$ cat config.mk
export PLATFORM = sky130hd
export DESIGN_NAME = imf3d_seq
export DESIGN_NICKNAME = d
export VERILOG_FILES = /design/src/sv/imf3d_pkg.sv /design/src/sv/imf3d_seq.sv
export SDC_FILE = /design/constraint.sdc
export NUM_CORES = 1
export LEC_CHECK = 0
export ABC_CLOCK_PERIOD_IN_PS = 1950
export BUFFER_PORTS_ARGS = -buffer_cell sky130_fd_sc_hd__buf_2
export CAP_MARGIN = 10
export CORE_AREA = 2 2 39 41
export DETAILED_ROUTE_END_ITERATION = 10
export DIE_AREA = 0 0 41 43
export GPL_ROUTABILITY_DRIVEN = 0
export GPL_TIMING_DRIVEN = 0
export MAX_ROUTING_LAYER = met4
export PLACE_DENSITY_LB_ADDON = 0.05
export SETUP_SLACK_MARGIN = 0.3
export SLEW_MARGIN = 15
export SYNTH_ARGS = -nofsm -noshare
export SYNTH_HDL_FRONTEND = slang
export SYNTH_SLANG_ARGS = --single-unit
$ cat constraint.sdc
create_clock -name clk_i -period 1.95 [get_ports clk_i]
set_clock_uncertainty 0.05 [all_clocks]
set_input_delay 0.585 -clock clk_i [delete_from_list [all_inputs] [get_ports clk_i]]
set_output_delay 0.585 -clock clk_i [all_outputs]
set_load 0.01 [all_outputs]
$ cat src/sv/imf3d_pkg.sv
// ----------------------------------------------------------------------------
// imf3d_pkg
// Shared constants, types and helpers of the 3D Metropolis spin-flip engine.
// ----------------------------------------------------------------------------
`default_nettype none

package imf3d_pkg;

  localparam int unsigned MAX_EDGE    = 32;
  localparam int unsigned EDGE_W      = $clog2(MAX_EDGE);
  localparam int unsigned ROWS        = MAX_EDGE * MAX_EDGE;
  localparam int unsigned ROW_AW      = 2 * EDGE_W;
  localparam int unsigned SIZE_W      = 6;
  localparam int unsigned THR_W       = 16;
  localparam int unsigned TAB_ENTRIES = 16;
  localparam int unsigned TAB_REGS    = 4;
  localparam int unsigned CFG_W       = 64;
  localparam int unsigned CFG_IDX_W   = 3;
  localparam int unsigned CNT_W       = 16;
  localparam int unsigned NSUM_W      = 4;
  localparam int unsigned STEP_W      = 3;

  typedef logic [EDGE_W-1:0]   coord_t;
  typedef logic [SIZE_W-1:0]   size_t;
  typedef logic [MAX_EDGE-1:0] row_t;
  typedef logic [ROW_AW-1:0]   raddr_t;
  typedef logic [STEP_W-1:0]   step_t;

  typedef enum logic [CFG_IDX_W-1:0] {
    CFG_SIZE_X  = 3'd0,
    CFG_SIZE_Y  = 3'd1,
    CFG_SIZE_Z  = 3'd2,
    CFG_TABLE_0 = 3'd3,
    CFG_TABLE_1 = 3'd4,
    CFG_TABLE_2 = 3'd5,
    CFG_TABLE_3 = 3'd6
  } cfg_idx_e;

  // commands
  localparam logic CMD_WRITE = 1'b0;
  localparam logic CMD_TRIAL = 1'b1;

  // program steps
  localparam step_t STEP_IDLE   = 3'd0;
  localparam step_t STEP_RD_ROW = 3'd1;
  localparam step_t STEP_RD_YM  = 3'd2;
  localparam step_t STEP_RD_YP  = 3'd3;
  localparam step_t STEP_RD_ZM  = 3'd4;
  localparam step_t STEP_RD_ZP  = 3'd5;
  localparam step_t STEP_CAP_ZP = 3'd6;
  localparam step_t STEP_COMMIT = 3'd7;

  typedef enum logic [2:0] {
    RD_HERE = 3'd0,
    RD_YM   = 3'd1,
    RD_YP   = 3'd2,
    RD_ZM   = 3'd3,
    RD_ZP   = 3'd4
  } rd_sel_e;

  typedef enum logic [2:0] {
    CAP_NONE = 3'd0,
    CAP_ROW  = 3'd1,
    CAP_YM   = 3'd2,
    CAP_YP   = 3'd3,
    CAP_ZM   = 3'd4,
    CAP_ZP   = 3'd5
  } cap_e;

  typedef enum logic [1:0] {
    COND_NEXT     = 2'd0,
    COND_NO_REQ   = 2'd1,
    COND_OOR      = 2'd2,
    COND_OUT_FULL = 2'd3
  } cond_e;

  typedef struct packed {
    logic    take;
    logic    rd_en;
    rd_sel_e rd_sel;
    cap_e    cap;
    logic    commit;
    cond_e   cond;
    step_t   target;
  } ctl_t;

  typedef struct packed {
    logic req_fire;
    logic oor;
    logic out_full;
  } stat_t;

  typedef struct packed {
    size_t nx;
    size_t ny;
    size_t nz;
    logic [TAB_ENTRIES-1:0][THR_W-1:0] thr;
  } cfg_t;

  typedef struct packed {
    logic start;
    logic busy;
  } clr_t;

  typedef struct packed {
    logic   en;
    raddr_t addr;
  } ram_rd_t;

  typedef struct packed {
    logic   en;
    raddr_t addr;
    row_t   data;
  } ram_wr_t;

  function automatic size_t eff_size(size_t s);
    size_t r;
    r = s;
    if (s < SIZE_W'(2)) begin
      r = SIZE_W'(2);
    end else if (s > SIZE_W'(MAX_EDGE)) begin
      r = SIZE_W'(MAX_EDGE);
    end
    return r;
  endfunction

endpackage

`default_nettype wire

$ cat src/sv/imf3d_seq.sv
// ----------------------------------------------------------------------------
// imf3d_seq
// Step counter and control store of the spin-flip engine.
// ----------------------------------------------------------------------------
`default_nettype none

module imf3d_seq (
  input  wire logic             clk_i,
  input  wire logic             rst_ni,
  input  wire imf3d_pkg::stat_t stat_i,
  output imf3d_pkg::ctl_t       ctl_o
);

  imf3d_pkg::step_t pc_q, pc_d;
  imf3d_pkg::ctl_t  ctl;
  logic             jump;

  function automatic imf3d_pkg::ctl_t rom(imf3d_pkg::step_t s);
    imf3d_pkg::ctl_t c;
    c        = '0;
    c.rd_sel = imf3d_pkg::RD_HERE;
    c.cap    = imf3d_pkg::CAP_NONE;
    c.cond   = imf3d_pkg::COND_NEXT;
    c.target = imf3d_pkg::STEP_IDLE;
    case (s)
      imf3d_pkg::STEP_IDLE: begin
        c.take   = 1'b1;
        c.cond   = imf3d_pkg::COND_NO_REQ;
        c.target = imf3d_pkg::STEP_IDLE;
      end
      imf3d_pkg::STEP_RD_ROW: begin
        c.rd_en  = 1'b1;
        c.rd_sel = imf3d_pkg::RD_HERE;
        c.cond   = imf3d_pkg::COND_OOR;
        c.target = imf3d_pkg::STEP_COMMIT;
      end
      imf3d_pkg::STEP_RD_YM: begin
        c.rd_en  = 1'b1;
        c.rd_sel = imf3d_pkg::RD_YM;
        c.cap    = imf3d_pkg::CAP_ROW;
      end
      imf3d_pkg::STEP_RD_YP: begin
        c.rd_en  = 1'b1;
        c.rd_sel = imf3d_pkg::RD_YP;
        c.cap    = imf3d_pkg::CAP_YM;
      end
      imf3d_pkg::STEP_RD_ZM: begin
        c.rd_en  = 1'b1;
        c.rd_sel = imf3d_pkg::RD_ZM;
        c.cap    = imf3d_pkg::CAP_YP;
      end
      imf3d_pkg::STEP_RD_ZP: begin
        c.rd_en  = 1'b1;
        c.rd_sel = imf3d_pkg::RD_ZP;
        c.cap    = imf3d_pkg::CAP_ZM;
      end
      imf3d_pkg::STEP_CAP_ZP: begin
        c.cap = imf3d_pkg::CAP_ZP;
      end
      imf3d_pkg::STEP_COMMIT: begin
        // last step, counter wraps back to idle
        c.commit = 1'b1;
        c.cond   = imf3d_pkg::COND_OUT_FULL;
        c.target = imf3d_pkg::STEP_COMMIT;
      end
      default: begin
        c.cond   = imf3d_pkg::COND_NEXT;
      end
    endcase
    return c;
  endfunction

  assign ctl   = rom(pc_q);
  assign ctl_o = ctl;

  always_comb begin
    case (ctl.cond)
      imf3d_pkg::COND_NO_REQ:   jump = !stat_i.req_fire;
      imf3d_pkg::COND_OOR:      jump = stat_i.oor;
      imf3d_pkg::COND_OUT_FULL: jump = stat_i.out_full;
      default:                  jump = 1'b0;
    endcase
    pc_d = jump ? ctl.target : pc_q + imf3d_pkg::STEP_W'(1);
  end

  always_ff @(posedge clk_i or negedge rst_ni) begin
    if (!rst_ni) begin
      pc_q <= imf3d_pkg::STEP_IDLE;
    end else begin
      pc_q <= pc_d;
    end
  end

`ifndef ASSERT_OFF
  a_fire_at_idle: assert property (@(posedge clk_i) disable iff (!rst_ni)
    stat_i.req_fire |-> pc_q == imf3d_pkg::STEP_IDLE)
    else $error("request taken outside idle step");

  a_hold_idle: assert property (@(posedge clk_i) disable iff (!rst_ni)
    (pc_q == imf3d_pkg::STEP_IDLE && !stat_i.req_fire) |=> pc_q == imf3d_pkg::STEP_IDLE)
    else $error("sequencer left idle without a request");
`endif

endmodule

`default_nettype wire

==> results.json <==
{
  "synth_most_common_cell": "inv_1",
  "portBuffers": 18,
  "critPathKind": "reg -> out",
  "vias": 370,
  "cts_root_buffer": "clkbuf_4",
  "total_power_w": 0.001561,
  "die_h_um": 43,
  "avgSynthCellArea_um2": 8.694,
  "maxSlewHeadroom_pct": 86.93,
  "synth-main-ff-cell": "dfrtp_1",
  "cp_max_fo": 4,
  "drt-pass1-iter-count": 1,
  "largest_reg_flops": 3,
  "yosys-top-cells-area": "dfrtp_1 (22%), ha_1 (18%), inv_1 (8.9%), o21ai_0 (7.4%), a22oi_1 (6.6%)",
  "end_kind": "primary output",
  "n_antenna_cell": 0,
  "vias_per_cell": 4.405,
  "dpl_worst_slack_ns": 0.1024,
  "clockBufferDepth": 2,
  "io_pins": 19,
  "nNetsFinal": 79,
  "syn_nets": 49,
  "synth_top_area_cell": "dfrtp_1",
  "drtIter0Drc": 0,
  "area_growth_pct": 106.6,
  "fp.coreArea_um2": 1384,
  "hold_path_class": "in -> async",
  "largest-register": "pc_q",
  "ys_types": 16,
  "totalWireLength_um": 766,
  "grt_pass1_vias": 321,
  "fmax_ghz": 0.5056,
  "place_area_um2": 525.5,
  "yosys-top-cells-count": "inv_1 (8), ha_1 (5), o21ai_0 (5)",
  "cts_tree": "built",
  "synth_area_um2": 339.1,
  "cts.sinks": 3,
  "wl_per_cell_um": 9.119,
  "drv_slew": 0,
  "synth_seq_area_share_pct": 22.14,
  "postCtsHoldBufs": 0,
  "arrival_ns": 1.34,
  "synthCells": 39,
  "worst_pin_slew_ns": 0.1920,
  "final_area_um2": 700.7,
  "drc": 0,
  "antenna_found_initial": 0,
  "grt-ovfl-total": 0,
  "period_share_pct": 101.4,
  "rsz0062_at_grt": "yes",
  "p_leak_nw": 0.3446,
  "utilization_pct": 50.63,
  "cp_data_required_time_ns": 1.31,
  "hpwl_um": 591,
  "setup_viol": 4,
  "hold_viol_final": 0,
  "die-area_um2": 1763,
  "synth_edf_count": 0,
  "ant_nets": 0,
  "start_kind": "flip-flop",
  "ctsHtreeMaxLevel": 1,
  "drv_cap": 0,
  "fin_ws_ns": -0.02772,
  "power.density_nw_per_um2": 2228,
  "ys_ff_latch": 3,
  "layout-drive-gt1-share_pct": 77.94,
  "initial_utilization_pct": 24.50,
  "reg_top3": "pc_q (3)",
  "clk_pin_slew_ns": 0.03,
  "clk_latency_ns": 0.23,
  "ys.warnings.count": 0,
  "violations": "setup timing",
  "die_x_um": 41,
  "grt_max_degree": 11,
  "yosysTopAreaCellShare_pct": 22.14,
  "grt_usage_pct": 10.62,
  "peakVddDrop_v": 0.0009651,
  "cts_buffers": 3,
  "placementRows": 14,
  "grt_pass1_wl_mm": 1.221,
  "outcome": "complete, but fails checks",
  "async_flop_share_pct": 100.0,
  "fin_crit_ns": 1.978
}
==> stage by stage <==
stage | hold WS, ns | cells | setup TNS (ns)
after global placement | 0.3330 | 73 | 0
after floorplan | 0.2394 | 39 | 0
final | 0.09336 | 84 | -0.09267
after global routing | 0.07711 | 84 | -0.5705
after CTS | 0.08413 | 82 | -0.1711
after detailed placement | 0.3323 | 73 | 0
==> per-layer routing <==
| metal | routed length [µm] | vias up | global-route usage, % | part of all wire, % |
|---|---|---|---|---|
| met5 | 0 | - | - | 0 |
| met4 | 0 | 0 | 8.000 | 0 |
| met2 | 403 | 11 | 16.56 | 53 |
| met1 | 316 | 173 | 11.33 | 41 |
| li1 | - | 186 | - | - |
| met3 | 46 | 0 | 1.571 | 6.0 |
==> cells in the final DEF (no fill, tap or decap), types with 2 or more instances in the layout <==
master	count
buf_4	4
o21ai_0	4
inv_1	5
clkbuf_4	3
buf_2	11
buf_6	14
inv_2	2
ha_4	3
mux2i_4	3
dfrtp_2	2
a22oi_2	2
==> power by group <==
part / internal (W) / leakage (nW) / switching [W] / total (W)
logic: 0.000744 / 0.296 / 0.000557 / 0.00130
clock network: 0.0000764 / 0.0150 / 0.0000286 / 0.000105
registers: 0.000103 / 0.0341 / 0.0000529 / 0.000155
total: 0.000923 / 0.345 / 0.000638 / 0.00156
==> critical path, cell delays in order, from the launching register on <==
cell     delay [ns]
dfrtp_2        0.45
ha_4           0.20
mux2i_4        0.15
inv_2          0.09
buf_6          0.12
buf_6          0.11
==> path summary, 6_finish.rpt <==
check / start / to / slack, ns / depth (start not counted)
setup / recovery: pc_q[0] / ctl_o[1] / -0.03 / 5
hold / removal: rst_ni / pc_q[1] / 0.09 / 1
setup reg to reg: pc_q[0] / pc_q[0] / 0.26 / 7
hold reg to reg: pc_q[0] / pc_q[0] / 0.54 / 1
max in group asynchronous: rst_ni / pc_q[0] / 1.64 / 1
min in group clk_i: pc_q[0] / pc_q[0] / 0.54 / 1
==> cells by family after synthesis <==
kind of cell / after synthesis / share of synthesized area, %
DFF: 3 / 22.14
and+or+nand+nor: 6 / 10.33
adders and majority gates: 5 / 18.45
muxes: 3 / 12.55
buffers and inverters: 12 / 18.82
AOI/OAI and AO/OA: 10 / 17.71
==> cell type report <==
cell class                 instances  area [µm²]
timing repair buffer              25       197.7
clock buffer                       4       26.28
sequential                         3       77.57
inverter                           8       32.53
multi-input combinational         24       301.5
buffer                             4       45.04
fill                             138       683.2
tap                               16       20.02
==> repair_timing <==
item,4_1_cts,5_1_grt
endpoints found under the setup margin,14,15
pin swaps,3,4
resized for setup,11,9
setup buffers,5,2
No activity file was read; power rests on OpenSTA's default activity.
