**src/sv/imf3d_pkg.sv**
```systemverilog
// ----------------------------------------------------------------------------
// imf3d_pkg
// Shared constants, types and helpers of the 3D Metropolis spin-flip engine.
// ----------------------------------------------------------------------------
`default_nettype none

package imf3d_pkg;

  localparam int unsigned MAX_EDGE    = 32;
  localparam int unsigned EDGE_W      = $clog2(MAX_EDGE);
  localparam int unsigned ROWS        = MAX_EDGE * MAX_EDGE;
  localparam int unsigned ROW_AW      = 2 * EDGE_W;
  localparam int unsigned SIZE_W      = 6;
  localparam int unsigned THR_W       = 16;
  localparam int unsigned TAB_ENTRIES = 16;
  localparam int unsigned TAB_REGS    = 4;
  localparam int unsigned CFG_W       = 64;
  localparam int unsigned CFG_IDX_W   = 3;
  localparam int unsigned CNT_W       = 16;
  localparam int unsigned NSUM_W      = 4;
  localparam int unsigned STEP_W      = 3;

  typedef logic [EDGE_W-1:0]   coord_t;
  typedef logic [SIZE_W-1:0]   size_t;
  typedef logic [MAX_EDGE-1:0] row_t;
  typedef logic [ROW_AW-1:0]   raddr_t;
  typedef logic [STEP_W-1:0]   step_t;

  typedef enum logic [CFG_IDX_W-1:0] {
    CFG_SIZE_X  = 3'd0,
    CFG_SIZE_Y  = 3'd1,
    CFG_SIZE_Z  = 3'd2,
    CFG_TABLE_0 = 3'd3,
    CFG_TABLE_1 = 3'd4,
    CFG_TABLE_2 = 3'd5,
    CFG_TABLE_3 = 3'd6
  } cfg_idx_e;

  // commands
  localparam logic CMD_WRITE = 1'b0;
  localparam logic CMD_TRIAL = 1'b1;

  // program steps
  localparam step_t STEP_IDLE   = 3'd0;
  localparam step_t STEP_RD_ROW = 3'd1;
  localparam step_t STEP_RD_YM  = 3'd2;
  localparam step_t STEP_RD_YP  = 3'd3;
  localparam step_t STEP_RD_ZM  = 3'd4;
  localparam step_t STEP_RD_ZP  = 3'd5;
  localparam step_t STEP_CAP_ZP = 3'd6;
  localparam step_t STEP_COMMIT = 3'd7;

  typedef enum logic [2:0] {
    RD_HERE = 3'd0,
    RD_YM   = 3'd1,
    RD_YP   = 3'd2,
    RD_ZM   = 3'd3,
    RD_ZP   = 3'd4
  } rd_sel_e;

  typedef enum logic [2:0] {
    CAP_NONE = 3'd0,
    CAP_ROW  = 3'd1,
    CAP_YM   = 3'd2,
    CAP_YP   = 3'd3,
    CAP_ZM   = 3'd4,
    CAP_ZP   = 3'd5
  } cap_e;

  typedef enum logic [1:0] {
    COND_NEXT     = 2'd0,
    COND_NO_REQ   = 2'd1,
    COND_OOR      = 2'd2,
    COND_OUT_FULL = 2'd3
  } cond_e;

  typedef struct packed {
    logic    take;
    logic    rd_en;
    rd_sel_e rd_sel;
    cap_e    cap;
    logic    commit;
    cond_e   cond;
    step_t   target;
  } ctl_t;

  typedef struct packed {
    logic req_fire;
    logic oor;
    logic out_full;
  } stat_t;

  typedef struct packed {
    size_t nx;
    size_t ny;
    size_t nz;
    logic [TAB_ENTRIES-1:0][THR_W-1:0] thr;
  } cfg_t;

  typedef struct packed {
    logic start;
    logic busy;
  } clr_t;

  typedef struct packed {
    logic   en;
    raddr_t addr;
  } ram_rd_t;

  typedef struct packed {
    logic   en;
    raddr_t addr;
    row_t   data;
  } ram_wr_t;

  function automatic size_t eff_size(size_t s);
    size_t r;
    r = s;
    if (s < SIZE_W'(2)) begin
      r = SIZE_W'(2);
    end else if (s > SIZE_W'(MAX_EDGE)) begin
      r = SIZE_W'(MAX_EDGE);
    end
    return r;
  endfunction

endpackage

`default_nettype wire

```
**src/sv/imf3d_if.sv**
```systemverilog
// ----------------------------------------------------------------------------
// imf3d_if
// Request and result channels of the spin-flip engine.
// ----------------------------------------------------------------------------
`default_nettype none

interface imf3d_req_if;
  logic                         valid;
  logic                         ready;
  logic                         command;
  logic [imf3d_pkg::EDGE_W-1:0] site_x;
  logic [imf3d_pkg::EDGE_W-1:0] site_y;
  logic [imf3d_pkg::EDGE_W-1:0] site_z;
  logic                         spin_in;
  logic [imf3d_pkg::THR_W-1:0]  random_value;

  modport source (
    output valid, command, site_x, site_y, site_z, spin_in, random_value,
    input  ready
  );
  modport sink (
    input  valid, command, site_x, site_y, site_z, spin_in, random_value,
    output ready
  );
endinterface

interface imf3d_res_if;
  logic                                valid;
  logic                                ready;
  logic                                flipped;
  logic                                spin_out;
  logic signed [imf3d_pkg::NSUM_W-1:0] neighbour_sum;
  logic [imf3d_pkg::CNT_W-1:0]         up_count;

  modport source (
    output valid, flipped, spin_out, neighbour_sum, up_count,
    input  ready
  );
  modport sink (
    input  valid, flipped, spin_out, neighbour_sum, up_count,
    output ready
  );
endinterface

`default_nettype wire

```
**src/sv/imf3d_datapath.sv**
```systemverilog
// ----------------------------------------------------------------------------
// imf3d_datapath
// Request latch, neighbour gather, acceptance test, write-back and result.
// ----------------------------------------------------------------------------
`default_nettype none

module imf3d_datapath (
  input  wire logic             clk_i,
  input  wire logic             rst_ni,
  input  wire imf3d_pkg::ctl_t  ctl_i,
  input  wire imf3d_pkg::cfg_t  cfg_i,
  input  wire imf3d_pkg::clr_t  clr_i,
  input  wire imf3d_pkg::row_t  rd_data_i,
  output imf3d_pkg::stat_t      stat_o,
  output imf3d_pkg::ram_rd_t    rd_o,
  output imf3d_pkg::ram_wr_t    wr_o,
  imf3d_req_if.sink             req,
  imf3d_res_if.source           res
);

  logic                        cmd_q;
  imf3d_pkg::coord_t           x_q, y_q, z_q;
  logic                        sin_q;
  logic [imf3d_pkg::THR_W-1:0] rnd_q;
  imf3d_pkg::row_t             row_q;
  logic                        ym_q, yp_q, zm_q, zp_q;
  logic [imf3d_pkg::CNT_W-1:0] up_total_q, up_total_d;

  logic                        res_valid_q;
  logic                        res_flipped_q;
  logic                        res_spin_q;
  logic signed [imf3d_pkg::NSUM_W-1:0] res_nsum_q;
  logic [imf3d_pkg::CNT_W-1:0] res_up_q;

  logic                        req_fire, in_range, out_full, commit_go;
  imf3d_pkg::coord_t           xm, xp, ym, yp, zm, zp;
  logic                        cur, flip, new_spin;
  logic [2:0]                  n_up;
  logic [imf3d_pkg::THR_W-1:0] thr;
  logic signed [imf3d_pkg::NSUM_W-1:0] nsum;
  imf3d_pkg::row_t             wr_row;

  function automatic imf3d_pkg::coord_t dec_wrap(imf3d_pkg::coord_t c, imf3d_pkg::size_t n);
    imf3d_pkg::size_t nm1;
    nm1 = n - imf3d_pkg::SIZE_W'(1);
    return (c == '0) ? nm1[imf3d_pkg::EDGE_W-1:0] : c - imf3d_pkg::EDGE_W'(1);
  endfunction

  function automatic imf3d_pkg::coord_t inc_wrap(imf3d_pkg::coord_t c, imf3d_pkg::size_t n);
    imf3d_pkg::size_t cp1;
    cp1 = imf3d_pkg::SIZE_W'(c) + imf3d_pkg::SIZE_W'(1);
    return (cp1 == n) ? '0 : cp1[imf3d_pkg::EDGE_W-1:0];
  endfunction

  assign req_fire  = req.valid && req.ready;
  assign req.ready = ctl_i.take && !clr_i.busy;
  assign out_full  = res_valid_q && !res.ready;
  assign commit_go = ctl_i.commit && !out_full;

  assign in_range = (imf3d_pkg::SIZE_W'(x_q) < cfg_i.nx) &&
                    (imf3d_pkg::SIZE_W'(y_q) < cfg_i.ny) &&
                    (imf3d_pkg::SIZE_W'(z_q) < cfg_i.nz);

  assign stat_o.req_fire = req_fire;
  assign stat_o.oor      = !in_range;
  assign stat_o.out_full = out_full;

  assign xm = dec_wrap(x_q, cfg_i.nx);
  assign xp = inc_wrap(x_q, cfg_i.nx);
  assign ym = dec_wrap(y_q, cfg_i.ny);
  assign yp = inc_wrap(y_q, cfg_i.ny);
  assign zm = dec_wrap(z_q, cfg_i.nz);
  assign zp = inc_wrap(z_q, cfg_i.nz);

  always_comb begin
    rd_o.en = ctl_i.rd_en;
    case (ctl_i.rd_sel)
      imf3d_pkg::RD_YM: rd_o.addr = {z_q, ym};
      imf3d_pkg::RD_YP: rd_o.addr = {z_q, yp};
      imf3d_pkg::RD_ZM: rd_o.addr = {zm, y_q};
      imf3d_pkg::RD_ZP: rd_o.addr = {zp, y_q};
      default:          rd_o.addr = {z_q, y_q};
    endcase
  end

  always_comb begin
    cur  = row_q[x_q];
    n_up = 3'(row_q[xm]) + 3'(row_q[xp]) + 3'(ym_q) + 3'(yp_q) + 3'(zm_q) + 3'(zp_q);
    nsum = $signed({n_up, 1'b0} - imf3d_pkg::NSUM_W'(6));
    thr  = cfg_i.thr[{cur, n_up}];
    flip = (cmd_q == imf3d_pkg::CMD_TRIAL) && (rnd_q <= thr);
    new_spin = (cmd_q == imf3d_pkg::CMD_TRIAL) ? (cur ^ flip) : sin_q;
    wr_row = row_q;
    wr_row[x_q] = new_spin;
    up_total_d = up_total_q;
    if (new_spin && !cur) begin
      up_total_d = up_total_q + imf3d_pkg::CNT_W'(1);
    end else if (!new_spin && cur) begin
      up_total_d = up_total_q - imf3d_pkg::CNT_W'(1);
    end
  end

  assign wr_o.en   = commit_go && in_range;
  assign wr_o.addr = {z_q, y_q};
  assign wr_o.data = wr_row;

  always_ff @(posedge clk_i) begin
    if (req_fire) begin
      cmd_q <= req.command;
      x_q   <= req.site_x;
      y_q   <= req.site_y;
      z_q   <= req.site_z;
      sin_q <= req.spin_in;
      rnd_q <= req.random_value;
    end
    case (ctl_i.cap)
      imf3d_pkg::CAP_ROW: row_q <= rd_data_i;
      imf3d_pkg::CAP_YM:  ym_q  <= rd_data_i[x_q];
      imf3d_pkg::CAP_YP:  yp_q  <= rd_data_i[x_q];
      imf3d_pkg::CAP_ZM:  zm_q  <= rd_data_i[x_q];
      imf3d_pkg::CAP_ZP:  zp_q  <= rd_data_i[x_q];
      default: ;
    endcase
    if (commit_go) begin
      res_flipped_q <= in_range && flip;
      res_spin_q    <= in_range && new_spin;
      res_nsum_q    <= in_range ? nsum : '0;
      res_up_q      <= in_range ? up_total_d : up_total_q;
    end
  end

  always_ff @(posedge clk_i or negedge rst_ni) begin
    if (!rst_ni) begin
      up_total_q  <= '0;
      res_valid_q <= 1'b0;
    end else begin
      if (clr_i.start) begin
        up_total_q <= '0;
      end else if (commit_go && in_range) begin
        up_total_q <= up_total_d;
      end
      if (commit_go) begin
        res_valid_q <= 1'b1;
      end else if (res.ready) begin
        res_valid_q <= 1'b0;
      end
    end
  end

  assign res.valid         = res_valid_q;
  assign res.flipped       = res_flipped_q;
  assign res.spin_out      = res_spin_q;
  assign res.neighbour_sum = res_nsum_q;
  assign res.up_count      = res_up_q;

`ifndef ASSERT_OFF
  a_count_matches: assert property (@(posedge clk_i) disable iff (!rst_ni)
    res_valid_q |-> res_up_q == up_total_q)
    else $error("pending result count differs from lattice count");

  a_no_commit_clearing: assert property (@(posedge clk_i) disable iff (!rst_ni)
    commit_go |-> !clr_i.busy)
    else $error("write-back during clearing pass");
`endif

endmodule

`default_nettype wire

```
**src/flat_wrapper.sv**
```systemverilog
// flat-port wrapper written by rule: the top's interface ports become plain ports
module imf3d_datapath_flat 
  (clk_i, rst_ni, ctl_i, cfg_i, clr_i, rd_data_i, stat_o, rd_o, wr_o, req_valid, req_command, req_site_x, req_site_y, req_site_z, req_spin_in, req_random_value, req_ready, res_valid, res_flipped, res_spin_out, res_neighbour_sum, res_up_count, res_ready);
  imf3d_req_if req_i ();
  imf3d_res_if res_i ();
  input  wire logic clk_i;
  input  wire logic rst_ni;
  input  wire imf3d_pkg::ctl_t ctl_i;
  input  wire imf3d_pkg::cfg_t cfg_i;
  input  wire imf3d_pkg::clr_t clr_i;
  input  wire imf3d_pkg::row_t rd_data_i;
  output imf3d_pkg::stat_t stat_o;
  output imf3d_pkg::ram_rd_t rd_o;
  output imf3d_pkg::ram_wr_t wr_o;
  input wire logic [$bits(req_i.valid)-1:0] req_valid;
  input wire logic [$bits(req_i.command)-1:0] req_command;
  input wire logic [$bits(req_i.site_x)-1:0] req_site_x;
  input wire logic [$bits(req_i.site_y)-1:0] req_site_y;
  input wire logic [$bits(req_i.site_z)-1:0] req_site_z;
  input wire logic [$bits(req_i.spin_in)-1:0] req_spin_in;
  input wire logic [$bits(req_i.random_value)-1:0] req_random_value;
  output wire logic [$bits(req_i.ready)-1:0] req_ready;
  output wire logic [$bits(res_i.valid)-1:0] res_valid;
  output wire logic [$bits(res_i.flipped)-1:0] res_flipped;
  output wire logic [$bits(res_i.spin_out)-1:0] res_spin_out;
  output wire logic [$bits(res_i.neighbour_sum)-1:0] res_neighbour_sum;
  output wire logic [$bits(res_i.up_count)-1:0] res_up_count;
  input wire logic [$bits(res_i.ready)-1:0] res_ready;
  assign req_i.valid = req_valid;
  assign req_i.command = req_command;
  assign req_i.site_x = req_site_x;
  assign req_i.site_y = req_site_y;
  assign req_i.site_z = req_site_z;
  assign req_i.spin_in = req_spin_in;
  assign req_i.random_value = req_random_value;
  assign req_ready = req_i.ready;
  assign res_valid = res_i.valid;
  assign res_flipped = res_i.flipped;
  assign res_spin_out = res_i.spin_out;
  assign res_neighbour_sum = res_i.neighbour_sum;
  assign res_up_count = res_i.up_count;
  assign res_i.ready = res_ready;
  imf3d_datapath u_core (.clk_i(clk_i), .rst_ni(rst_ni), .ctl_i(ctl_i), .cfg_i(cfg_i), .clr_i(clr_i), .rd_data_i(rd_data_i), .stat_o(stat_o), .rd_o(rd_o), .wr_o(wr_o), .req(req_i), .res(res_i));
endmodule
```
**config.mk**
```make
export PLATFORM = sky130hd
export DESIGN_NAME = imf3d_datapath_flat
export DESIGN_NICKNAME = d
export VERILOG_FILES = /design/src/sv/imf3d_pkg.sv /design/src/sv/imf3d_if.sv /design/src/sv/imf3d_datapath.sv /design/src/flat_wrapper.sv
export SDC_FILE = /design/constraint.sdc
export NUM_CORES = 1
export LEC_CHECK = 0
export BUFFER_PORTS_ARGS = -buffer_cell sky130_fd_sc_hd__buf_4
export CORE_MARGIN = 2
export CORE_UTILIZATION = 30
export CTS_CLUSTER_SIZE = 28
export DETAILED_ROUTE_END_ITERATION = 10
export PLACE_DENSITY = 0.63
export SYNTH_ARGS = -nofsm -noshare
export SYNTH_HDL_FRONTEND = slang
export SYNTH_SLANG_ARGS = --single-unit
```
**constraint.sdc**
```tcl
create_clock -name clk_i -period 10.25 [get_ports clk_i]
set_input_delay 1.025 -clock clk_i [delete_from_list [all_inputs] [get_ports clk_i]]
set_output_delay 1.025 -clock clk_i [all_outputs]
set_load 0.03 [all_outputs]
```
==> flow_metrics.env, run 1 <==
export IMPL_endpoint_kind="output pin"
export IMPL_area_growth_pct=41.9
export IMPL_syn_inst=892
export IMPL_finalHoldViolations=0
export IMPL_seq_area_sq_mm=0.00313
export IMPL_first_global_vias=9302
export IMPL_finalWeightedCongestion=0.953
export IMPL_timing_max_cap_violations=0
export IMPL_numPortBuffers=431
export IMPL_startpoint_type="register"
export IMPL_n_fill_cell=3129
export IMPL_pin_count=440
export IMPL_yosysMostFrequentCell="mux4_2"
export IMPL_place_ws_ns=0.339
export IMPL_viasPerCell=5.39
export IMPL_p_switching_mw=0.992
export IMPL_grt_first_pass_wirelength_mm=56.7
export IMPL_combPwrFrac=0.640
export IMPL_synth_seq_cells=107
export IMPL_critPathRequiredTime_ns=9.23
export IMPL_drc=0
export IMPL_nets=1703
export IMPL_grt_usage=0.224
export IMPL_period_needed_ns=9.91
export IMPL_clkSlewWorstSetupHoldPaths_ns=0.08
export IMPL_p_seq_frac=0.223
export IMPL_clk_insertion_delay_late_ns=0.37
export IMPL_crit_path_frequent_cell="mux4_2"
export IMPL_pwr_density_cell_mw_per_mm2=180
export IMPL_cp_arrival_ns=8.89
export IMPL_rows=66
export IMPL_design_area_sq_mm=0.0140
export IMPL_synth_adder_area_share=0.0644
export IMPL_slew_headroom=0.351
export IMPL_internal_power_mw=1.53
export IMPL_ys_seq_area_frac=0.317
export IMPL_initial_core_util=0.304
export IMPL_totalPowerFinal_mw=2.52
export IMPL_p_clk_frac=0.137
export IMPL_synth_yosys_warnings=0
export IMPL_placedCellCount=1721
export IMPL_hpwlAfterDp_mm=32.4
export IMPL_worstSetupPathType="reg -> out"
export IMPL_slew_violations=0
export IMPL_stdcell_count=1748
export IMPL_drive_gt1_frac=0.471
export IMPL_hold_class="in -> async"
export IMPL_synth_top_area_share=0.274
export IMPL_post_dp_cell_area_sq_mm=0.0136
export IMPL_drtIter0Drc=569
export IMPL_clk_path_buf_depth=2
export IMPL_yosys_area_top_type="edfxtp_1"
export IMPL_antenna_found_initial=6
export IMPL_yosysUniqueCellTypes=64
export IMPL_synth_edf_count=90
export IMPL_grt_overflow=0
export IMPL_core_area_sq_mm=0.0325
export IMPL_htreeDepth=3
export IMPL_status="completed"
export IMPL_switching_share=0.394
export IMPL_slowest_stage="fa_4"
export IMPL_synthMuxAreaShare=0.276
export IMPL_synth_top_family_by_area="multiplexers"
export IMPL_path_max_fanout=33
export IMPL_dr_pass1_iters=4
export IMPL_finalSetupViolations=0
export IMPL_ant_nets=0
export IMPL_syn_num_nets=1300
export IMPL_slowest_delay_ns=0.95
export IMPL_totalWireLength_mm=39.8
export IMPL_synth_area_sq_mm=0.00986
export IMPL_tightest_slew_ns=0.974
export IMPL_synth_common_cells="mux4_2 (109), edfxtp_1 (90), nor2_1 (69), a21oi_1 (61), inv_1 (56)"
export IMPL_synthXorXnorAreaFrac=0.0408
export IMPL_clock_skew_final_ns=0.0118
export IMPL_ir_drop_v=0.000122
export IMPL_fin_ws_ns=0.335
export IMPL_clkSinkCount=107
export IMPL_dieHeight_microns=185
export IMPL_fin_util=0.431
export IMPL_synth_simple_area_share=0.139
export IMPL_synth_top_flop_cell="edfxtp_1"
export IMPL_tritoncts="yes"
export IMPL_period_share=0.967
export IMPL_async_flop_share=0.159
export IMPL_hold_buffers=0
export IMPL_cts_root_buf="clkbuf_16"
export IMPL_synth_avg_cell_area_sq_um=11.1
export IMPL_vias=9421
export IMPL_synth_compound_area_frac=0.111
export IMPL_die_x_microns=185
export IMPL_total_leakage_power_nw=5.96
export IMPL_multi_input_area_sq_mm=0.00630
export IMPL_max_freq_mhz=101
export IMPL_synth_area_top_cells="edfxtp_1 (27%), mux4_2 (25%), ha_1 (5.8%), dfrtp_1 (4.3%), a21oi_1 (3.1%)"
export IMPL_post_drt_wl_per_cell_microns=22.8
export IMPL_grt_max_degree=37
export IMPL_dieArea_sq_mm=0.0343
export IMPL_cts_buffers_inserted=9
[critical path: cells and delay by family, from the launching register on]
family / cells / cell delay (ns)
buffers and inverters: 5 / 0.79
flip-flops: 1 / 0.39
AND/OR/NAND/NOR: 7 / 1.48
AO/OA/AOI/OAI: 3 / 0.65
XOR/XNOR: 1 / 0.18
multiplexers: 6 / 2.28
adder cells (fa/ha/maj): 6 / 2.69
[state kept, by name (all words and copies together) (netlist names), 3 cells and up]
register,count
u_core.x_q,5
u_core.y_q,5
u_core.row_q,32
u_core.rnd_q,16
u_core.res.up_count,16
u_core.res.neighbour_sum,3
u_core.up_total_q,16
u_core.z_q,5
[kinds of logic after synthesis]
logic type / after synthesis
AOI/OAI and AO/OA: 177
xor gates and xnor gates: 46
adders and majority gates: 49
buffers and inverters: 124
DFF: 107
muxes: 133
other: 1
and+or+nand+nor: 255
[power by group through the flow]
| stage | Clock [mW] | Combinational (mW) | Sequential [mW] |
|---|---|---|---|
| floorplan | 0 | 1.06 | 0.600 |
| global placement | 0 | 1.57 | 0.570 |
| detailed placement | 0 | 1.59 | 0.571 |
| CTS | 0.359 | 1.60 | 0.562 |
| global route | 0.373 | 1.75 | 0.568 |
| finish | 0.344 | 1.61 | 0.563 |
[placed cells by master, fill, tap and decap left out, types with 4 or more instances in the layout]
cell type / synthesis / final
buf_4: 8 / 454
ha_1: 46 / 45
nor3b_1: 8 / 7
o22ai_1: 5 / 5
nand2b_1: 17 / 17
inv_1: 56 / 56
diode_2: 0 / 6
or3_1: 12 / 12
mux4_2: 109 / 109
nor2_1: 69 / 68
or4_1: 7 / 7
a21oi_1: 61 / 60
o21ai_0: 40 / 40
nand4_1: 9 / 9
nor3_1: 14 / 14
mux2_2: 7 / 7
buf_12: 0 / 4
and2_1: 10 / 8
clkbuf_16: 0 / 9
clkinv_4: 0 / 4
and3_1: 11 / 11
nor2b_1: 13 / 13
xor2_1: 25 / 24
a22oi_1: 7 / 7
a31oi_1: 17 / 17
dfrtp_1: 17 / 17
edfxtp_1: 90 / 90
nand2_1: 40 / 40
a41oi_1: 4 / 4
xnor2_1: 21 / 21
mux2i_1: 13 / 13
a32oi_1: 9 / 9
nand3_1: 27 / 27
o31ai_1: 6 / 6
[metrics by stage]
step | setup TNS [ns] | hold slack (ns)
CTS | 0 | 0.509
global route | -0.00117 | 0.523
detailed placement | 0 | 0.542
global placement | 0 | 0.524
finish | 0 | 0.526
floorplan | 0 | 0.532
[what timing repair did]
item,4_1_cts,5_1_grt
pin swaps,0,2
endpoints found under the setup margin,24,32
setup buffers,0,5
gates resized for setup,1,11
[metal layers]
metal | global-route usage | wire, microns | vias to the layer above
li1 | - | - | 4276
met5 | 0.0207 | 90 | -
met2 | 0.383 | 20200 | 480
met4 | 0.0902 | 1240 | 2
met1 | 0.271 | 14800 | 4611
met3 | 0.0523 | 3490 | 52
[worst paths after layout]
| kind | from | end | slack [ns] | cells past startpoint |
|---|---|---|---|---|
| max | u_core.x_q[3] | wr_o[3] | 0.34 | 28 |
| min | rst_ni | u_core.up_total_q[8] | 0.53 | 1 |
| max reg2reg | u_core.x_q[3] | u_core.up_total_q[11] | 1.25 | 27 |
| min reg2reg | u_core.res.valid | u_core.res.valid | 0.56 | 2 |
| max in group asynchronous | rst_ni | u_core.up_total_q[12] | 9.52 | 1 |
| min in group clk_i | u_core.res.valid | u_core.res.valid | 0.56 | 2 |
[area by class of cell]
| class | instances | share of cell area |
|---|---|---|
| Sequential cell | 107 | 0.223 |
| Inverter | 56 | 0.0150 |
| Clock inverter | 6 | 0.00358 |
| Clock buffer | 10 | 0.0164 |
| Antenna cell | 6 | 0.00107 |
| Multi-Input combinational cell | 661 | 0.450 |
| Timing Repair Buffer | 460 | 0.251 |
| Tap cell | 442 | 0.0395 |
No activity file was read; power rests on OpenSTA's default activity.
==> inputs of run 2 (changes only) <==
--- a/config.mk
+++ b/config.mk
@@ -5,12 +5,13 @@
 export SDC_FILE = /design/constraint.sdc
 export NUM_CORES = 1
 export LEC_CHECK = 0
+export ABC_AREA = 1
 export BUFFER_PORTS_ARGS = -buffer_cell sky130_fd_sc_hd__buf_4
 export CORE_MARGIN = 2
 export CORE_UTILIZATION = 30
 export CTS_CLUSTER_SIZE = 28
 export DETAILED_ROUTE_END_ITERATION = 10
-export PLACE_DENSITY = 0.63
+export PLACE_DENSITY = 0.62
 export SYNTH_ARGS = -nofsm -noshare
 export SYNTH_HDL_FRONTEND = slang
 export SYNTH_SLANG_ARGS = --single-unit
==> run 2 against run 1 <==
  * Combinational power shrank 4%
  * Cell count increased by 42%
  * Setup slack better by 0.30 ns
  * Largest power group unchanged
  * First-iteration DRC count is 78% higher
  * Clock power is 1% higher
  * Sequential power shrank 3%
  * Core utilization decreased by 1.1 points
  * Critical path depth increased by 9
  * Non-clock buffer count down 3
  * Count of clock-buffer cells in the layout down 1
  * Clock skew is 0.0057 ns lower
==> flow_metrics.env, run 2 <==
export IMPL_core_area_sq_mm=0.0346
export IMPL_synth_yosys_warnings=0
export IMPL_finalHoldViolations=0
export IMPL_endpoint_kind="output pin"
export IMPL_critPathRequiredTime_ns=9.23
export IMPL_period_needed_ns=9.61
export IMPL_clk_path_buf_depth=2
export IMPL_largest_register_ff_count=32
export IMPL_synth_area_top_cells="edfxtp_1 (26%), nand2_1 (15%), nor2_1 (8.2%), o21ai_0 (8.0%), ha_1 (5.4%)"
export IMPL_dieHeight_microns=192
export IMPL_fin_ws_ns=0.636
export IMPL_syn_inst=1632
export IMPL_totalWireLength_mm=46.9
export IMPL_fin_util=0.420
export IMPL_drc=0
export IMPL_initial_core_util=0.306
export IMPL_cts_root_buf="clkbuf_16"
export IMPL_grt_overflow=0
export IMPL_clkSlewWorstSetupHoldPaths_ns=0.08
export IMPL_synth_edf_count=90
export IMPL_clk_insertion_delay_late_ns=0.36
export IMPL_rr_endpoint="u_core.res.up_count[4]"
export IMPL_synth_area_sq_mm=0.0106
export IMPL_cp_arrival_ns=8.59
export IMPL_synth_seq_cells=107
export IMPL_hold_class="in -> async"
export IMPL_post_drt_wl_per_cell_microns=18.9
export IMPL_path_max_fanout=53
export IMPL_registers_top_by_ff_count="u_core.row_q"
export IMPL_vias=12700
export IMPL_mostFrequentLayoutCells="buf_4 (453), nand2_1 (433), nor2_1 (230)"
export IMPL_yosysMostFrequentCell="nand2_1"
export IMPL_startpoint_type="register"
export IMPL_finalWeightedCongestion=0.947
export IMPL_clock_skew_final_ns=0.00608
export IMPL_r2r_cells=38
export IMPL_rr_startpoint="u_core.x_q[0]"
export IMPL_status="completed"
export IMPL_slowest_delay_ns=0.57
export IMPL_slew_headroom=0.148
export IMPL_slew_violations=0
export IMPL_pin_count=440
export IMPL_pwr_density_cell_mw_per_mm2=167
export IMPL_die_x_microns=192
export IMPL_area_growth_pct=37.4
export IMPL_dieArea_sq_mm=0.0368
export IMPL_holdWs_ns=0.517
export IMPL_hold_buffers=0
export IMPL_ir_drop_v=0.000146
export IMPL_viasPerCell=5.13
export IMPL_n_fill_cell=3635
export IMPL_yosysUniqueCellTypes=53
export IMPL_max_freq_mhz=104
export IMPL_r2r_slack_ns=1.64
export IMPL_first_global_vias=12200
export IMPL_grt_first_pass_wirelength_mm=68.8
export IMPL_hpwlAfterDp_mm=37.6
export IMPL_layout_commonest_cell="buf_4"
export IMPL_synth_top_area_share=0.255
export IMPL_timing_max_cap_violations=0
export IMPL_nets=2417
export IMPL_htreeDepth=3
export IMPL_grt_usage=0.244
export IMPL_ys_seq_area_frac=0.296
export IMPL_worstSetupPathType="reg -> out"
export IMPL_yosys_area_top_type="edfxtp_1"
export IMPL_syn_num_nets=2040
export IMPL_ant_nets=0
export IMPL_tightest_slew_ns=1.27
export IMPL_numPortBuffers=431
export IMPL_synth_common_cells="nand2_1 (433), nor2_1 (232), o21ai_0 (170), inv_1 (136), nand3_1 (114)"
export IMPL_finalSetupViolations=0
export IMPL_grt_max_degree=129
export IMPL_async_flop_share=0.159
export IMPL_dr_pass1_iters=5
export IMPL_antenna_found_initial=10
export IMPL_synth_top_flop_cell="edfxtp_1"
export IMPL_rsz0062_at_grt="no"
export IMPL_clkSinkCount=107
export IMPL_synth_avg_cell_area_sq_um=6.49
export IMPL_cts_buffers_inserted=9
export IMPL_drtIter0Drc=1014
export IMPL_slowest_stage="edfxtp_1"
export IMPL_total_leakage_power_nw=6.97
export IMPL_drive_gt1_frac=0.253
export IMPL_place_ws_ns=0.645
export IMPL_period_share=0.938
export IMPL_tns_ns=0
export IMPL_rows=68
export IMPL_tritoncts="yes"
[run 2: worst max path at each step]
stage               depth (start not counted)           from  endpoint  slack, ns
finish                                     37  u_core.x_q[0]  wr_o[31]       0.64
global route                               37  u_core.x_q[0]  wr_o[31]      0.007
CTS                                        37  u_core.x_q[0]  wr_o[31]       0.19
detailed placement                         37  u_core.x_q[0]  wr_o[31]       0.64
global placement                           37  u_core.x_q[0]  wr_o[31]       0.68
floorplan                                  37  u_core.x_q[0]  wr_o[22]       1.61
[run 2: area by class of cell]
class	instances	area, sq um	area share
antenna	11	27.5	0.00189
clock buffer	9	225	0.0155
clock inverter	7	58.8	0.00404
inverter	144	549	0.0378
multi-input combinational	1290	6500	0.447
sequential	107	3130	0.215
tap	455	569	0.0391
timing repair buffer	457	3480	0.239
[run 2: worst max-delay path: cells and delay by family, from the launching register on]
kind | cells | cell delay [ns]
compound gates | 11 | 1.98
simple gates | 8 | 0.98
xor+xnor | 1 | 0.26
fa+ha+maj | 7 | 2.60
buf+inv | 10 | 1.79
flops | 1 | 0.57
[run 2: what timing repair did]
| action | 4_1_cts | 5_1_grt |
|---|---|---|
| endpoints found under the setup margin | 0 | 32 |
| gates resized for setup | 0 | 4 |
| setup buffers | 0 | 3 |
[run 2: logic make-up (layout without fill, tap and decap cells)]
logic type | count (synthesis) | count (layout) | share of synthesized area
simple gates | 844 | 844 | 0.328
compound gates | 369 | 369 | 0.200
buf+inv | 235 | 617 | 0.0926
flops | 107 | 107 | 0.296
fa+ha+maj | 49 | 49 | 0.0600
xor+xnor | 27 | 27 | 0.0230
other cells | 1 | 12 | 0.000354
[run 2: power by group]
group / internal, mW / switching, mW
clock: 0.169 / 0.179
combinational: 0.565 / 0.975
sequential: 0.515 / 0.0299
total: 1.25 / 1.18
[run 2: layer usage]
metal / vias to the layer above / GRT usage / wire length (microns)
met1: 5859 / 0.297 / 18900
li1: 6284 / - / -
met4: 0 / 0.104 / 1560
met5: - / 0 / 0
met3: 61 / 0.0375 / 3430
met2: 523 / 0.424 / 23100
[run 2: per-stage QoR]
stage | power (mW) | instances | instance area [sq um]
finish | 2.43 | 2480 | 14500
CTS | 2.45 | 2466 | 14500
global placement | 2.06 | 2450 | 14200
global route | 2.64 | 2479 | 14500
floorplan | 1.57 | 1632 | 10600
detailed placement | 2.09 | 2450 | 14200
==> inputs of run 3 (changes only) <==
--- a/config.mk
+++ b/config.mk
@@ -7,11 +7,13 @@
 export LEC_CHECK = 0
 export ABC_AREA = 1
 export BUFFER_PORTS_ARGS = -buffer_cell sky130_fd_sc_hd__buf_4
+export CELL_PAD_IN_SITES_DETAIL_PLACEMENT = 1
+export CELL_PAD_IN_SITES_GLOBAL_PLACEMENT = 1
 export CORE_MARGIN = 2
 export CORE_UTILIZATION = 30
 export CTS_CLUSTER_SIZE = 28
 export DETAILED_ROUTE_END_ITERATION = 10
-export PLACE_DENSITY = 0.62
+export PLACE_DENSITY = 0.83
 export SYNTH_ARGS = -nofsm -noshare
 export SYNTH_HDL_FRONTEND = slang
 export SYNTH_SLANG_ARGS = --single-unit
==> run 3 against run 2 <==
  * Setup slack improved by 0.073 ns
  * Count of clock-buffer cells in the layout unchanged
  * Clock skew is 0.0015 ns higher
  * Register-to-register slack better by 0.05 ns
  * Die area stayed put
==> flow_metrics.env, run 3 (same netlist as run 2, synthesis figures left out) <==
export IMPL_numPortBuffers=431
export IMPL_slowest_delay_ns=0.60
export IMPL_totalWireLength_mm=48.0
export IMPL_startpoint="u_core.x_q[1]"
export IMPL_hold_class="in -> async"
export IMPL_endpoint_kind="output pin"
export IMPL_finalWeightedCongestion=0.918
export IMPL_drc=0
export IMPL_post_drt_wl_per_cell_microns=19.4
export IMPL_period_share=0.931
export IMPL_vias=12800
export IMPL_cp_arrival_ns=8.52
export IMPL_n_fill_cell=4560
export IMPL_drive_gt1_frac=0.251
export IMPL_clock_skew_final_ns=0.00761
export IMPL_rr_endpoint="u_core.res.up_count[10]"
export IMPL_cts_root_buf="clkbuf_16"
export IMPL_pin_count=440
export IMPL_cts_buffers_inserted=9
export IMPL_registers_top_by_ff_count="u_core.row_q"
export IMPL_clk_path_buf_depth=2
export IMPL_r2r_cells=40
export IMPL_largest_register_ff_count=32
export IMPL_slew_violations=0
export IMPL_finalSetupViolations=0
export IMPL_cts_setup_buffers=0
export IMPL_timing_max_cap_violations=0
export IMPL_grt_usage=0.252
export IMPL_clkSinkCount=107
export IMPL_design_area_sq_mm=0.0145
export IMPL_core_area_sq_mm=0.0346
export IMPL_rr_startpoint="u_core.x_q[1]"
export IMPL_antenna_found_initial=7
export IMPL_tightest_slew_ns=0.909
export IMPL_crit_path_end="wr_o[31]"
export IMPL_tns_ns=0
export IMPL_path_max_fanout=56
export IMPL_max_freq_mhz=105
export IMPL_nets=2416
export IMPL_clk_insertion_delay_late_ns=0.36
export IMPL_tritoncts="yes"
export IMPL_pwr_density_cell_mw_per_mm2=170
export IMPL_first_global_vias=13100
export IMPL_initial_core_util=0.306
export IMPL_critPathRequiredTime_ns=9.23
export IMPL_rsz0062_at_grt="no"
export IMPL_period_needed_ns=9.54
export IMPL_grt_max_degree=129
export IMPL_drtIter0Drc=641
export IMPL_total_leakage_power_nw=6.97
export IMPL_slowest_stage="fa_2"
export IMPL_rows=68
export IMPL_hold_buffers=0
export IMPL_ant_nets=0
export IMPL_worstSetupPathType="reg -> out"
export IMPL_layout_commonest_cell="buf_4"
export IMPL_grt_overflow=0
export IMPL_r2r_slack_ns=1.69
export IMPL_dr_pass1_iters=5
export IMPL_status="completed"
export IMPL_mostFrequentLayoutCells="buf_4 (451), nand2_1 (433), nor2_1 (230)"
export IMPL_startpoint_type="register"
export IMPL_clkSlewWorstSetupHoldPaths_ns=0.08
export IMPL_crit_path_frequent_cell="nand2_1"
export IMPL_htreeDepth=3
export IMPL_hpwlAfterDp_mm=38.2
export IMPL_finalHoldViolations=0
export IMPL_grt_first_pass_wirelength_mm=72.3
export IMPL_die_x_microns=192
export IMPL_ir_drop_v=0.000144
export IMPL_dieArea_sq_mm=0.0368
export IMPL_area_growth_pct=37.3
export IMPL_viasPerCell=5.17
export IMPL_slew_headroom=0.393
export IMPL_dieHeight_microns=192
export IMPL_ctsResizeCount=0
export IMPL_post_dp_cell_area_sq_mm=0.0142
## run 3: area by class of cell
class | count | area (sq um) | share of cell area
well taps | 455 | 569 | 0.0392
diodes | 6 | 15.0 | 0.00103
clock buffers | 9 | 225 | 0.0155
inverters | 144 | 549 | 0.0378
flip-flops and latches | 107 | 3130 | 0.215
repair buffers | 456 | 3490 | 0.240
multi-input cells | 1290 | 6500 | 0.447
clock inverters | 7 | 52.6 | 0.00362
## run 3: worst max-delay path: cells and delay by family (launching register included)
family	cells	cell delay, ns
compound gates	10	1.60
buf+inv	10	1.56
xor+xnor	1	0.26
simple gates	11	1.65
fa+ha+maj	7	2.49
flops	1	0.52
## run 3: per-layer routing
metal / up-vias / share of wire / GRT usage / routed length, microns
met1: 6100 / 0.42 / 0.311 / 20000
met2: 369 / 0.50 / 0.441 / 23900
met4: 2 / 0.025 / 0.0917 / 1200
li1: 6272 / - / - / -
met3: 57 / 0.061 / 0.0400 / 2910
met5: - / 0.00033 / 0 / 16
## run 3: how the worst min path moves through the flow
| stage | startpoint | endpoint | slack [ns] |
|---|---|---|---|
| after floorplan | u_core.up_total_q[2] | u_core.up_total_q[2] | 0.53 |
| after global placement | u_core.res.valid | u_core.res.valid | 0.49 |
| after detailed placement | u_core.res.valid | u_core.res.valid | 0.52 |
| after CTS | rst_ni | u_core.up_total_q[13] | 0.53 |
| after global routing | rst_ni | u_core.up_total_q[10] | 0.53 |
| final | rst_ni | u_core.up_total_q[10] | 0.53 |
## run 3: where the power goes
part / switching, mW / internal (mW) / leakage (nW)
Sequential: 0.0302 / 0.515 / 1.07
Combinational: 1.01 / 0.578 / 5.77
Clock: 0.176 / 0.167 / 0.131
Total: 1.21 / 1.26 / 6.97
## run 3: through the flow
step | worst slack, ns | std cells | total power, mW | hold WS, ns | utilization
4_1_cts | 0.498 | 2468 | 2.49 | 0.529 | 0.419
3_3_place_gp | 1.14 | 2452 | 2.09 | 0.488 | 0.411
2_1_floorplan | 1.61 | 1632 | 1.57 | 0.532 | -
6_report | 0.709 | 2474 | 2.47 | 0.529 | 0.420
3_5_place_dp | 0.970 | 2452 | 2.14 | 0.517 | 0.411
5_1_grt | 0.0731 | 2474 | 2.68 | 0.532 | 0.420
